<file path="src/sv/dwm_pkg.sv">
// shared types and constants for the display window mask unit
package dwm_pkg;

   localparam int unsigned EDGE_W   = 8;
   localparam int unsigned LINE_W   = 9;
   localparam int unsigned REQ_DW   = 24;
   localparam int unsigned RSP_DW   = 16;
   localparam int unsigned CSR_AW   = 4;
   localparam int unsigned CSR_DW   = 32;
   localparam int unsigned ENABLE_W = 4;

   // window_enables bits
   localparam int unsigned EN_WIN0   = 0;
   localparam int unsigned EN_WIN1   = 1;
   localparam int unsigned EN_OBJ    = 2;
   localparam int unsigned EN_ENGINE = 3;

   // flag bits
   localparam int unsigned FLAG_V = 0;
   localparam int unsigned FLAG_H = 1;
   localparam logic [1:0] FLAGS_INSIDE = 2'b11;

   typedef enum logic {
      ACT_LINE  = 1'b0,
      ACT_PIXEL = 1'b1
   } action_type;

   typedef enum logic [1:0] {
      REG_WIN0_EDGES      = 2'd0,
      REG_WIN1_EDGES      = 2'd1,
      REG_WINDOW_CONTROLS = 2'd2,
      REG_WINDOW_ENABLES  = 2'd3
   } reg_index_type;

   typedef struct packed {
      logic [EDGE_W-1:0] bottom;
      logic [EDGE_W-1:0] top;
      logic [EDGE_W-1:0] right;
      logic [EDGE_W-1:0] left;
   } edges_type;

   typedef struct packed {
      logic [EDGE_W-1:0] obj;
      logic [EDGE_W-1:0] outside;
      logic [EDGE_W-1:0] win1;
      logic [EDGE_W-1:0] win0;
   } controls_type;

   typedef struct packed {
      logic line_en;
      logic pixel_en;
   } step_type;

   typedef struct packed {
      logic              obj_window_pixel;
      logic [EDGE_W-1:0] pixel_x;
      logic [LINE_W-1:0] line_number;
   } req_payload_type;

endpackage

</file>
<file path="src/sv/dwm_window.sv">
// one rectangular window: vertical and horizontal flags and coverage
module dwm_window (
   input  logic                       clock,
   input  logic                       reset,
   input  dwm_pkg::edges_type         edges,
   input  dwm_pkg::step_type          step,
   input  logic [dwm_pkg::EDGE_W-1:0] line,
   input  logic [dwm_pkg::EDGE_W-1:0] pixel_x,
   output logic                       covered
);

   logic [1:0] flags_ff;
   logic [1:0] flags_in;
   logic [1:0] line_flags;
   logic [1:0] pixel_flags;

   always_comb begin
      line_flags = flags_ff;
      if (line == edges.bottom) begin
         line_flags[dwm_pkg::FLAG_V] = 1'b0;
      end else if (line == edges.top) begin
         line_flags[dwm_pkg::FLAG_V] = 1'b1;
      end
      pixel_flags = flags_ff;
      if (pixel_x == edges.right) begin
         pixel_flags[dwm_pkg::FLAG_H] = 1'b0;
      end else if (pixel_x == edges.left) begin
         pixel_flags[dwm_pkg::FLAG_H] = 1'b1;
      end
      flags_in = flags_ff;
      if (step.line_en) begin
         flags_in = line_flags;
      end else if (step.pixel_en) begin
         flags_in = pixel_flags;
      end
   end

   assign covered = (pixel_flags == dwm_pkg::FLAGS_INSIDE);

   always_ff @(posedge clock) begin
      if (reset) begin
         flags_ff <= 2'b00;
      end else begin
         flags_ff <= flags_in;
      end
   end

endmodule

</file>
<file path="src/sv/display_window_mask_unit.sv">
// display window mask unit: top level with input stage, window flags and result register
// an accepted pixel transaction is held in the input stage, then in the result register
// throughput: one transaction per cycle unless a pending result waits on rsp_tready
// line-start transactions, if EN_ENGINE is set, update the vertical flags; no result
// synchronous active-high reset clears both pipeline valids, all flags and csr registers
// registers read back through the csr port at byte offsets 0, 4, 8 and 12
module display_window_mask_unit (
   input  logic                        clock,
   input  logic                        reset,
   // req_tdata: line_number[8:0], pixel_x[16:9], obj_window_pixel[17], zero[23:18]
   input  logic                        req_tvalid,
   output logic                        req_tready,
   input  logic [dwm_pkg::REQ_DW-1:0]  req_tdata,
   // req_tuser: action[0]
   input  logic                        req_tuser,
   // rsp_tdata: window_mask[7:0], out_x[15:8]
   output logic                        rsp_tvalid,
   input  logic                        rsp_tready,
   output logic [dwm_pkg::RSP_DW-1:0]  rsp_tdata,
   input  logic                        csr_psel,
   input  logic                        csr_penable,
   input  logic                        csr_pwrite,
   input  logic [dwm_pkg::CSR_AW-1:0]  csr_paddr,
   input  logic [dwm_pkg::CSR_DW-1:0]  csr_pwdata,
   output logic [dwm_pkg::CSR_DW-1:0]  csr_prdata,
   output logic                        csr_pready
);

   dwm_pkg::edges_type                   win0_edges_ff;
   dwm_pkg::edges_type                   win1_edges_ff;
   dwm_pkg::controls_type                controls_ff;
   logic [dwm_pkg::ENABLE_W-1:0]         enables_ff;
   dwm_pkg::reg_index_type               csr_index;
   logic                                 csr_write;

   logic                                 s1_valid_ff;
   logic                                 s1_valid_in;
   dwm_pkg::action_type                  s1_action_ff;
   dwm_pkg::req_payload_type             s1_data_ff;
   logic                                 s1_advance;
   logic                                 out_free;

   logic                                 rsp_valid_ff;
   logic                                 rsp_valid_in;
   logic [dwm_pkg::EDGE_W-1:0]           mask_ff;
   logic [dwm_pkg::EDGE_W-1:0]           mask_in;
   logic [dwm_pkg::EDGE_W-1:0]           x_ff;

   dwm_pkg::step_type                    win0_step;
   dwm_pkg::step_type                    win1_step;
   logic                                 win0_inside;
   logic                                 win1_inside;
   logic                                 is_line;
   logic                                 is_pixel;

   // configuration port
   assign csr_pready = 1'b1;
   assign csr_index  = dwm_pkg::reg_index_type'(csr_paddr[3:2]);
   assign csr_write  = csr_psel && csr_penable && csr_pwrite && csr_pready;

   always_ff @(posedge clock) begin
      if (reset) begin
         win0_edges_ff <= '0;
         win1_edges_ff <= '0;
         controls_ff   <= '0;
         enables_ff    <= '0;
      end else if (csr_write) begin
         case (csr_index)
            dwm_pkg::REG_WIN0_EDGES:      win0_edges_ff <= csr_pwdata;
            dwm_pkg::REG_WIN1_EDGES:      win1_edges_ff <= csr_pwdata;
            dwm_pkg::REG_WINDOW_CONTROLS: controls_ff   <= csr_pwdata;
            dwm_pkg::REG_WINDOW_ENABLES:  enables_ff    <= csr_pwdata[dwm_pkg::ENABLE_W-1:0];
            default: ;
         endcase
      end
   end

   always_comb begin
      case (csr_index)
         dwm_pkg::REG_WIN0_EDGES:      csr_prdata = win0_edges_ff;
         dwm_pkg::REG_WIN1_EDGES:      csr_prdata = win1_edges_ff;
         dwm_pkg::REG_WINDOW_CONTROLS: csr_prdata = controls_ff;
         dwm_pkg::REG_WINDOW_ENABLES:
            csr_prdata = {{(dwm_pkg::CSR_DW-dwm_pkg::ENABLE_W){1'b0}}, enables_ff};
         default:                      csr_prdata = '0;
      endcase
   end

   // input stage
   assign out_free   = !rsp_valid_ff || rsp_tready;
   assign is_line    = (s1_action_ff == dwm_pkg::ACT_LINE);
   assign is_pixel   = (s1_action_ff == dwm_pkg::ACT_PIXEL);
   assign s1_advance = s1_valid_ff && (is_line || out_free);
   assign req_tready = !s1_valid_ff || s1_advance;
   assign s1_valid_in = (req_tvalid && req_tready) || (s1_valid_ff && !s1_advance);

   always_ff @(posedge clock) begin
      if (reset) begin
         s1_valid_ff <= 1'b0;
      end else begin
         s1_valid_ff <= s1_valid_in;
      end
   end

   always_ff @(posedge clock) begin
      if (req_tvalid && req_tready) begin
         s1_action_ff <= dwm_pkg::action_type'(req_tuser);
         s1_data_ff   <= dwm_pkg::req_payload_type'(req_tdata[$bits(dwm_pkg::req_payload_type)-1:0]);
      end
   end

   // window flags
   assign win0_step.line_en  = s1_advance && is_line && enables_ff[dwm_pkg::EN_ENGINE];
   assign win0_step.pixel_en = s1_advance && is_pixel && enables_ff[dwm_pkg::EN_WIN0];
   assign win1_step.line_en  = s1_advance && is_line && enables_ff[dwm_pkg::EN_ENGINE];
   assign win1_step.pixel_en = s1_advance && is_pixel && enables_ff[dwm_pkg::EN_WIN1];

   dwm_window u_win0 (
      .clock   (clock),
      .reset   (reset),
      .edges   (win0_edges_ff),
      .step    (win0_step),
      .line    (s1_data_ff.line_number[dwm_pkg::EDGE_W-1:0]),
      .pixel_x (s1_data_ff.pixel_x),
      .covered (win0_inside)
   );

   dwm_window u_win1 (
      .clock   (clock),
      .reset   (reset),
      .edges   (win1_edges_ff),
      .step    (win1_step),
      .line    (s1_data_ff.line_number[dwm_pkg::EDGE_W-1:0]),
      .pixel_x (s1_data_ff.pixel_x),
      .covered (win1_inside)
   );

   // priority: window 0, window 1, object window, outside
   always_comb begin
      mask_in = controls_ff.outside;
      if (enables_ff[dwm_pkg::EN_OBJ] && s1_data_ff.obj_window_pixel) begin
         mask_in = controls_ff.obj;
      end
      if (enables_ff[dwm_pkg::EN_WIN1] && win1_inside) begin
         mask_in = controls_ff.win1;
      end
      if (enables_ff[dwm_pkg::EN_WIN0] && win0_inside) begin
         mask_in = controls_ff.win0;
      end
   end

   // result register
   assign rsp_valid_in = (s1_advance && is_pixel) || (rsp_valid_ff && !rsp_tready);

   always_ff @(posedge clock) begin
      if (reset) begin
         rsp_valid_ff <= 1'b0;
      end else begin
         rsp_valid_ff <= rsp_valid_in;
      end
   end

   always_ff @(posedge clock) begin
      if (s1_advance && is_pixel) begin
         mask_ff <= mask_in;
         x_ff    <= s1_data_ff.pixel_x;
      end
   end

   assign rsp_tvalid = rsp_valid_ff;
   assign rsp_tdata  = {x_ff, mask_ff};

   a_line_never_stalls: assert property (@(posedge clock) disable iff (reset)
      (s1_valid_ff && is_line) |-> s1_advance)
      else $error("line start transaction stalled in input stage");

   a_result_from_pixel: assert property (@(posedge clock) disable iff (reset)
      (rsp_valid_ff && !$past(rsp_valid_ff && !rsp_tready)) |->
      $past(s1_valid_ff && is_pixel && s1_advance))
      else $error("result appeared without a pixel transaction");

   a_empty_stage_ready: assert property (@(posedge clock) disable iff (reset)
      !s1_valid_ff |-> req_tready)
      else $error("empty input stage refused a transaction");

   a_no_overwrite: assert property (@(posedge clock) disable iff (reset)
      (rsp_valid_ff && !rsp_tready) |-> !(s1_advance && is_pixel))
      else $error("pending result overwritten");

endmodule

</file>
<file path="config.mk">
export PLATFORM = sky130hd
export DESIGN_NAME = display_window_mask_unit
export DESIGN_NICKNAME = d
export VERILOG_FILES = /design/src/sv/dwm_pkg.sv /design/src/sv/dwm_window.sv /design/src/sv/display_window_mask_unit.sv
export SDC_FILE = /design/constraint.sdc
export NUM_CORES = 1
export LEC_CHECK = 0
export BUFFER_PORTS_ARGS = -buffer_cell sky130_fd_sc_hd__buf_2
export CORE_AREA = 2 2 124 126
export DETAILED_ROUTE_END_ITERATION = 16
export DIE_AREA = 0 0 126 128
export MAX_ROUTING_LAYER = met4
export PLACE_DENSITY_LB_ADDON = 0.2
export SLEW_MARGIN = 20
export SYNTH_ARGS = -nofsm -noshare
export SYNTH_HDL_FRONTEND = slang
export SYNTH_SLANG_ARGS = --single-unit
</file>
<file path="constraint.sdc">
create_clock -name clock -period 2.6 [get_ports clock]
set_input_delay 0.52 -clock clock [delete_from_list [all_inputs] [get_ports clock]]
set_output_delay 0.52 -clock clock [all_outputs]
set_load 0.1 [all_outputs]
</file>
==> run_results.csv, run 1 <==
group,metric,value,unit
detailed_routing,wirelength,19550,um
synth,synth.top_cell.area_share,32.48,%
timing,tns,0,ns
setup_path,critPathLaunchType,"input port",
placement,pre_cts_ws,0.2242,ns
timing,skew,0.008768,ns
setup_path,cp.arrival,1.89,ns
placement,place.gp.congestion,0.9295,
global_route,grt_usage,25.47,%
timing,drv_slew,0,
synth,yosysMostFrequentCell,"nand2_1",
placement,place_area,7792,um2
timing,max_freq,0.4143,GHz
timing,setup_viol,0,
synth,ys_warn_count,0,
layout,num-fill-cells,1344,
synth,ys_types,45,
setup_path,path_cells,"buf_2 > buf_4 > mux2i_1 > o21ai_2 > buf_12",
synth,synth-edff-count,34,
detailed_routing,vias,5817,
timing,holdWs,0.2670,ns
placement,hpwl,13540,um
global_route,grt_pass1_wl,30700,um
setup_path,timing_worst_setup_path_type,"in2out",
layout,nets,908,
global_route,grt_max_degree,107,
timing,worst_pin_slew,0.6661,ns
floorplan,boundaryPins,119,
cts,ctsResizeCount,0,
cts,cts_tree,"yes",
setup_path,cpPeakStageDelay,0.49,ns
layout,drive_above_1_share,24.74,%
synth,syn_nets,808,
synth,postSynthAreaPerCell,8.829,um2
hold_path,hold_class,"in2reg",
setup_path,critPathBufInv,3,
floorplan,dieArea,16130,um2
job,maxCapViolations,0,
synth,ys_seq_area_share,48.10,%
cts,postCtsSetupBuffers,0,
floorplan,initial_core_util,43.96,%
cts,cts_hold_buf,0,
layout,design_area,8342,um2
floorplan,core,14860,um2
pwr,peakVddDrop,0.4905,mV
hold_path,hold_depth,1,
cts,clockBufferDepth,2,
cts,root_buffer,"clkbuf_16",
setup_path,path_depth,5,
timing,period_minus_slack,2.413,ns
cts,cts.clk_slew.worst_paths,0.06,ns
cts,cts_sinks,140,
synth,synth-seq-cells,140,
timing,layout_setup_ws,0.1866,ns
setup_path,cp-end-kind,"output pin",
timing,grt_setup_unrepaired,"false",
setup_path,crit_required,2.08,ns
layout,syn_to_final_growth,27.67,%
cts,cts_buffers,17,
layout,antennaDiodeCount,0,
detailed_routing,ant_nets,0,
synth,synthFlopType,"dfxtp_1",
synth,synthArstFlopShare,0,%
timing,report.final.hold_viol_count,0,
timing,fin_crit_sh,92.82,%
run_status,status,"finished clean",
synth,synth_common_cells,"228 x nand2_1, 106 x a21oi_1, 106 x dfxtp_1, 54 x xor2_1, 35 x o21ai_0",
floorplan,die_h,128,um
placement,port_buffers,108,
setup_path,cpMaxStageDelayCell,"buf_2",
setup_path,reg2reg_depth,5,
synth,mappedNetlistArea,6534,um2
pwr,p_leak,3.153,nW
detailed_routing,drt_first_pass_iters,6,
detailed_routing,drc,0,
synth,syn-instance-count,740,
synth,synth_top_cell_by_area,"dfxtp_1",
global_route,gr-total-overflow,0,
setup_path,cpLargestDelayFamily,"buffers and inverters",
floorplan,die_w,126,um
setup_path,crit_path_max_fanout,20,
setup_path,reg2reg_setup_slack,0.21,ns
pwr,power_density,606.5,nW/um2
detailed_routing,wl_per_cell,18.78,um
floorplan,row_count,45,
cts,insertion_delay,0.42,ns
synth,synth_area_leaders,"dfxtp_1 32%, edfxtp_1 16%, nand2_1 13%, a21oi_1 8.1%, xor2_1 7.2%",
detailed_routing,via_per_inst,5.588,
detailed_routing,drt_iter0_markers,554,
cts,htree_levels,4,
global_route,antenna_found_initial,0,
global_route,first_global_vias,5563,
timing,relSlewSlack,55.19,%
-- logic make-up after synthesis --
kind of cell / count (synthesis) / share of synthesized area [%]
buffers and inverters: 48 / 3.389
muxes: 44 / 7.660
and+or+nand+nor: 273 / 17.62
xor gates and xnor gates: 64 / 8.579
AOI/OAI and AO/OA: 170 / 14.59
DFF: 140 / 48.10
other: 1 / 0.05739
-- power breakdown --
part | switching (mW) | internal (mW)
Sequential | 0.0547 | 2.28
Clock | 0.892 | 1.38
Combinational | 0.312 | 0.139
-- worst register-to-register path: cells and delay by family, from the launching register on --
family / cells / cell delay (ns)
AOI/OAI and AO/OA: 3 / 0.82
and+or+nand+nor: 1 / 0.63
DFF: 1 / 0.54
xor gates and xnor gates: 1 / 0.21
-- per-stage QoR --
stage	util [%]	cells	power (mW)
after detailed placement	52.42	1009	2.824
after global routing	56.12	1041	5.205
after floorplan	-	740	2.647
after global placement	52.42	1009	2.815
final	56.12	1041	5.060
after CTS	56.12	1041	5.076
-- routing by layer --
metal,track usage [%],vias to the layer above,share of wire [%]
met5,-,-,0
met4,8.145,0,1.7
met3,5.426,34,8.0
met2,38.43,266,46
met1,34.45,2781,44
li1,-,2736,-
-- flip-flops by register name, summed over array words and instances, names as in the netlist --
signal	flops
rsp_tvalid	1
win0_edges_ff	32
is_pixel	1
enables_ff	4
s1_valid_ff	1
win1_edges_ff	32
x_ff	8
controls_ff	32
mask_ff	8
u_win0.flags_ff	2
s1_data_ff	17
u_win1.flags_ff	2
-- cells in the final DEF, fill, tap and decap left out, types with 4 or more instances in the layout --
master / count
nand2_1: 228
mux4_2: 4
clkinv_2: 4
nor4_1: 10
o21ai_0: 7
buf_4: 19
xnor2_1: 10
o2bb2ai_1: 7
clkbuf_1: 5
dfxtp_1: 106
mux2i_1: 32
buf_12: 29
o22ai_1: 7
mux2_2: 8
o21ai_2: 26
xor2_1: 54
clkbuf_16: 17
nor2_1: 15
buf_2: 80
edfxtp_1: 34
a21oi_1: 106
-- path summary, 6_finish.rpt --
kind / start / to
max reg2reg: s1_data_ff[13] / mask_ff[1]
min reg2reg: controls_ff[24] / controls_ff[24]
min: req_tdata[15] / s1_data_ff[15]
max: csr_paddr[2] / csr_prdata[30]
-- layout make-up --
type	instances	area (um2)	share of cell area [%]
Inverter	1	3.754	0.04500
Multi-Input combinational cell	552	3287	39.40
Timing Repair Buffer	128	1124	13.47
Clock inverter	7	63.81	0.7650
Sequential cell	140	3143	37.68
Tap cell	188	235.2	2.820
Clock buffer	25	485.5	5.820
(Power assumes the default switching activity.)
==> run 2, diff against run 1 <==
clock period = 2.25 ns   (was 2.6 ns; I/O delays follow)
==> run 2 against run 1 <==
  * Combinational power rose by 21%
  * Critical endpoint is now mask_ff[7]
  * Die area unchanged
  * Final cell count grew 0.77%
  * Highest routed layer unchanged
  * Critical path type is now reg2reg
  * Largest power group is now the clock network
  * Non-clock buffer count up 7
==> run_results.csv, run 2 (synthesis gave the netlist of run 1 again) <==
group,metric,value,unit
run_status,status,"finished clean",
timing,worst_pin_slew,0.6635,ns
placement,dp.cells,1016,
layout,mostFrequentLayoutCell,"nand2_1",
placement,hpwl,13680,um
setup_path,reg2reg_setup_slack,0.08,ns
cts,cts_sinks,140,
cts,cts.clk_slew.worst_paths,0.06,ns
setup_path,cpPeakStageDelay,0.55,ns
layout,syn_to_final_growth,32.99,%
setup_path,path_cells,"xor2_1 > nor4_1 > a21o_1 > nor2_4 > o31ai_2",
layout,reg_top3,"controls_ff x32, win0_edges_ff x32, win1_edges_ff x32",
global_route,grt_pass1_wl,30680,um
global_route,antenna_found_initial,1,
timing,setup_viol,0,
layout,nets,915,
setup_path,cpMaxStageDelayCell,"edfxtp_1",
setup_path,r2r-end,"mask_ff[7]",
setup_path,critPathLaunchType,"register",
floorplan,dieArea,16130,um2
setup_path,cp.arrival,2.41,ns
detailed_routing,via_per_inst,5.554,
floorplan,core,14860,um2
placement,place.gp.congestion,0.8976,
cts,root_buffer,"clkbuf_16",
detailed_routing,wl_per_cell,18.89,um
cts,insertion_delay,0.42,ns
global_route,grt_max_degree,107,
pwr,peakVddDrop,0.5964,mV
cts,cts_hold_buf,0,
cts,cts_buffers,17,
pwr,p_leak,3.258,nW
cts,htree_levels,4,
timing,drv_slew,0,
detailed_routing,drt_iter0_markers,527,
timing,max_freq,0.4606,GHz
timing,skew,0.006373,ns
setup_path,timing_worst_setup_path_type,"reg2reg",
setup_path,crit_required,2.49,ns
timing,fin_crit_sh,96.50,%
global_route,use_met2,36.94,%
floorplan,row_count,45,
detailed_routing,drc,0,
hold_path,hold_class,"in2reg",
floorplan,die_w,126,um
global_route,use_met1,36.32,%
timing,report.final.hold_viol_count,0,
layout,drive_above_1_share,25.81,%
floorplan,die_h,128,um
placement,port_buffers,108,
setup_path,crit_path_max_fanout,9,
floorplan,boundaryPins,119,
cts,cts_tree,"yes",
layout,instances_no_fill,1049,
global_route,grt_busiest_layer,"met2",
detailed_routing,vias,5826,
setup_path,cp-end-kind,"register",
setup_path,r2r_start,"s1_data_ff[16]",
global_route,grt_usage,25.75,%
layout,final_cell_mix,"228 x nand2_1, 106 x a21oi_1, 105 x dfxtp_1",
detailed_routing,drt_first_pass_iters,6,
placement,place_area,8019,um2
setup_path,crit_end,"mask_ff[7]",
pwr,power_density,731.5,nW/um2
detailed_routing,ant_nets,0,
global_route,use_met3,6.010,%
setup_path,reg2reg_depth,5,
layout,design_area,8690,um2
job,maxCapViolations,0,
timing,period_minus_slack,2.171,ns
timing,relSlewSlack,55.66,%
global_route,gr-total-overflow,0,
global_route,first_global_vias,5530,
detailed_routing,wirelength,19820,um
floorplan,initial_core_util,43.96,%
timing,grt_setup_unrepaired,"false",
cts,clockBufferDepth,2,
setup_path,startpoint,"s1_data_ff[16]",
run 2: cell types whose count changed in the layout (fill, tap and decap cells not counted), sizes merged:
cell and change:
buf +6, bufinv +4, clkbuf -3, clkinvlp +1, diode +1, inv -1
run 2: worst min-delay path by stage:
stage,depth (start not counted),end,from,slack (ns)
2_1_floorplan,2,controls_ff[7],controls_ff[7],0.44
3_3_place_gp,2,controls_ff[23],controls_ff[23],0.45
3_5_place_dp,2,controls_ff[30],controls_ff[30],0.47
4_1_cts,1,s1_data_ff[1],req_tdata[1],0.19
5_1_grt,1,s1_data_ff[0],req_tdata[0],0.18
6_report,1,s1_data_ff[1],req_tdata[1],0.20
run 2: timing repair:
| action | CTS | global route |
|---|---|---|
| hold endpoints to repair | 0 | 0 |
| setup endpoints to repair | 0 | 10 |
| resized for setup | 0 | 1 |
| setup buffers | 0 | 0 |
run 2: layout make-up:
type,count,area [um2]
diodes,1,2.502
clock buffers,21,470.5
clock inverters,11,190.2
fillers,1316,6175
inverters,1,3.754
multi-input cells,552,3440
flip-flops and latches,140,3144
well taps,188,235.2
repair buffers,135,1204
run 2: worst max-delay path: cells and delay by family, from the launching register on:
| family | cells | cell delay (ns) |
|---|---|---|
| AOI/OAI and AO/OA | 2 | 0.69 |
| and+or+nand+nor | 2 | 0.54 |
| DFF | 1 | 0.55 |
| xor gates and xnor gates | 1 | 0.20 |
run 2: per-stage QoR:
step | setup TNS [ns] | power [mW] | setup slack [ns] | utilization [%] | hold slack, ns
2_1_floorplan | -2.409 | 3.070 | -0.5096 | - | 0.4443
3_3_place_gp | 0 | 3.280 | 0.09445 | 53.95 | 0.4535
3_5_place_dp | 0 | 3.288 | 0.09545 | 53.95 | 0.4658
4_1_cts | 0 | 6.371 | 0.08905 | 58.39 | 0.1896
5_1_grt | 0 | 6.551 | 0.01129 | 58.46 | 0.1783
6_report | 0 | 6.356 | 0.07873 | 58.46 | 0.2013
run 2: power breakdown:
part	internal [mW]	switching (mW)
sequential	2.63	0.0620
clock	2.05	1.07
combinational	0.173	0.372
run 2: routing by layer:
layer | part of all wire, % | vias up
met3 | 6.7 | 27
li1 | - | 2751
met4 | 1.6 | 0
met1 | 48 | 2806
met2 | 44 | 242
met5 | 0 | -
==> run 3, diff against run 2 <==
CORE_AREA = 2 2 133 96   (was 2 2 124 126)
CTS_CLUSTER_SIZE = 10   (was unset)
DIE_AREA = 0 0 135 98   (was 0 0 126 128)
==> run 3 against run 2 <==
  * First-iteration DRC count increased by 16%
  * Critical path depth stayed put
  * Utilization grew 13 points
  * Sequential cell count did not move
  * Fmax increased by 0.74%
  * Register-to-register slack improved by 0.02 ns
  * Non-clock buffer count is 5 higher
  * Hold slack got worse by 0.0058 ns
  * Clock-buffer cell count fell by 3
  * Via count up 3.3%
  * Die area decreased by 18%
  * Combinational power increased by 1%
==> run_results.csv, run 3 (synthesis gave the netlist of run 1 again) <==
group,metric,value,unit
detailed_routing,wirelength,20710,um
floorplan,initial_core_util,54.08,%
floorplan,boundaryPins,119,
pwr,p_sw_share,26.97,%
layout,nets,920,
cts,root_buffer,"clkbuf_16",
detailed_routing,wl_per_cell,20.18,um
cts,cts_sinks,140,
layout,reg_top3,"controls_ff x32, win0_edges_ff x32, win1_edges_ff x32",
pwr,peakVddDrop,0.5918,mV
pwr,pwr-share-clk,44.0,%
timing,setup_viol,0,
pwr,internal-power,4.241,mW
global_route,antenna_found_initial,0,
global_route,grt_pass1_wl,32030,um
cts,cts.clk_slew.worst_paths,0.06,ns
layout,mostFrequentLayoutCell,"nand2_1",
timing,period_minus_slack,2.155,ns
pwr,share_comb_of_total_power,9.5,%
timing,grt_setup_unrepaired,"false",
global_route,grt_usage,33.33,%
floorplan,row_count,34,
setup_path,timing_worst_setup_path_type,"reg2reg",
hold_path,hold_class,"in2reg",
setup_path,cp.arrival,2.39,ns
floorplan,die_w,135,um
cts,cts_tree,"yes",
placement,hpwl,14480,um
placement,pre_cts_ws,0.05674,ns
layout,syn_to_final_growth,31.94,%
global_route,grt_max_degree,46,
run_status,status,"finished clean",
timing,worst_pin_slew,0.7410,ns
pwr,p_leak,3.220,nW
detailed_routing,drt_first_pass_iters,5,
global_route,first_global_vias,5975,
timing,max_freq,0.4640,GHz
timing,drv_slew,0,
timing,holdWs,0.1955,ns
timing,fin_crit_sh,95.79,%
pwr,seqPwrFrac,46.5,%
timing,report.final.hold_viol_count,0,
floorplan,die_h,98,um
job,maxCapViolations,0,
layout,final_cell_mix,"228 x nand2_1, 106 x a21oi_1, 105 x dfxtp_1",
cts,clockBufferDepth,2,
detailed_routing,vias,6020,
pwr,power_density,673.7,nW/um2
detailed_routing,drc,0,
layout,num-fill-cells,924,
floorplan,core,12080,um2
layout,drive_above_1_share,26.50,%
setup_path,critPathLaunchType,"register",
cts,insertion_delay,0.43,ns
pwr,p_switching,1.566,mW
global_route,gr-total-overflow,0,
timing,relSlewSlack,50.60,%
detailed_routing,ant_nets,0,
setup_path,crit_required,2.48,ns
detailed_routing,via_per_inst,5.867,
timing,skew,0.01026,ns
floorplan,dieArea,13230,um2
setup_path,crit_path_max_fanout,9,
cts,cts_buffers,17,
placement,port_buffers,108,
layout,antennaDiodeCount,0,
detailed_routing,drt_iter0_markers,610,
placement,place.gp.congestion,0.9699,
cts,htree_levels,4,
timing,tns,0,ns
timing,layout_setup_ws,0.09472,ns
setup_path,cp-end-kind,"register",
-- run 3: cell types whose count changed in the layout (fill, tap and decap cells not counted), sizes merged --
| cell | delta |
|---|---|
| buf | +4 |
| bufinv | -5 |
| clkbuf | -2 |
| clkinv | +1 |
| clkinvlp | +3 |
| diode | -1 |
| inv | +3 |
-- run 3: worst paths after layout --
kind                     start                 to  slack (ns)  cells past startpoint
min reg2reg  win0_edges_ff[13]  win0_edges_ff[13]        0.48                      2
max             s1_data_ff[10]         mask_ff[7]        0.09                      5
max reg2reg     s1_data_ff[10]         mask_ff[7]        0.09                      5
min              req_tdata[13]     s1_data_ff[13]        0.20                      1
-- run 3: final cells by class --
class	count	area (um2)	share of cell area, %
Multi-Input combinational cell	552	3446	39.97
Sequential cell	140	3144	36.47
Timing Repair Buffer	140	1291	14.98
Clock buffer	18	439.2	5.094
Tap cell	162	202.7	2.351
Clock inverter	13	93.84	1.089
Inverter	1	3.754	0.04354
-- run 3: repair_timing --
action	4_1_cts	5_1_grt
setup endpoints to repair	0	11
buffers inserted	0	0
resized for setup	0	4
endpoints found under the hold margin	0	0
hold buffers	0	0
-- run 3: power by group through the flow --
| stage | Clock, mW | Sequential, mW | Combinational (mW) |
|---|---|---|---|
| finish | 2.55 | 2.70 | 0.553 |
| detailed placement | 0 | 2.75 | 0.543 |
| global route | 2.67 | 2.70 | 0.583 |
| global placement | 0 | 2.75 | 0.532 |
| floorplan | 0 | 2.80 | 0.275 |
| CTS | 2.57 | 2.70 | 0.547 |
-- run 3: per-layer routing --
metal / vias up / GRT usage [%] / part of all wire (%)
met4: 0 / 11.70 / 1.9
met3: 46 / 7.477 / 11
li1: 2756 / - / -
met2: 336 / 48.18 / 43
met5: - / - / 0
met1: 2882 / 46.19 / 44
-- run 3: metrics by stage --
stage / utilization, % / area, um2 / cells / power, mW
floorplan: - / 6780 / 740 / 3.070
global placement: 66.81 / 8071 / 995 / 3.279
detailed placement: 66.88 / 8080 / 995 / 3.294
CTS: 71.29 / 8613 / 1026 / 5.813
global route: 71.35 / 8621 / 1026 / 5.954
finish: 71.35 / 8621 / 1026 / 5.808
-- run 3: worst max-delay path: stages (launching register included) --
cell      delay, ns
edfxtp_1       0.56
xor2_1         0.22
nor4_1         0.43
a21o_2         0.34
nor2_4         0.09
o31ai_2        0.32
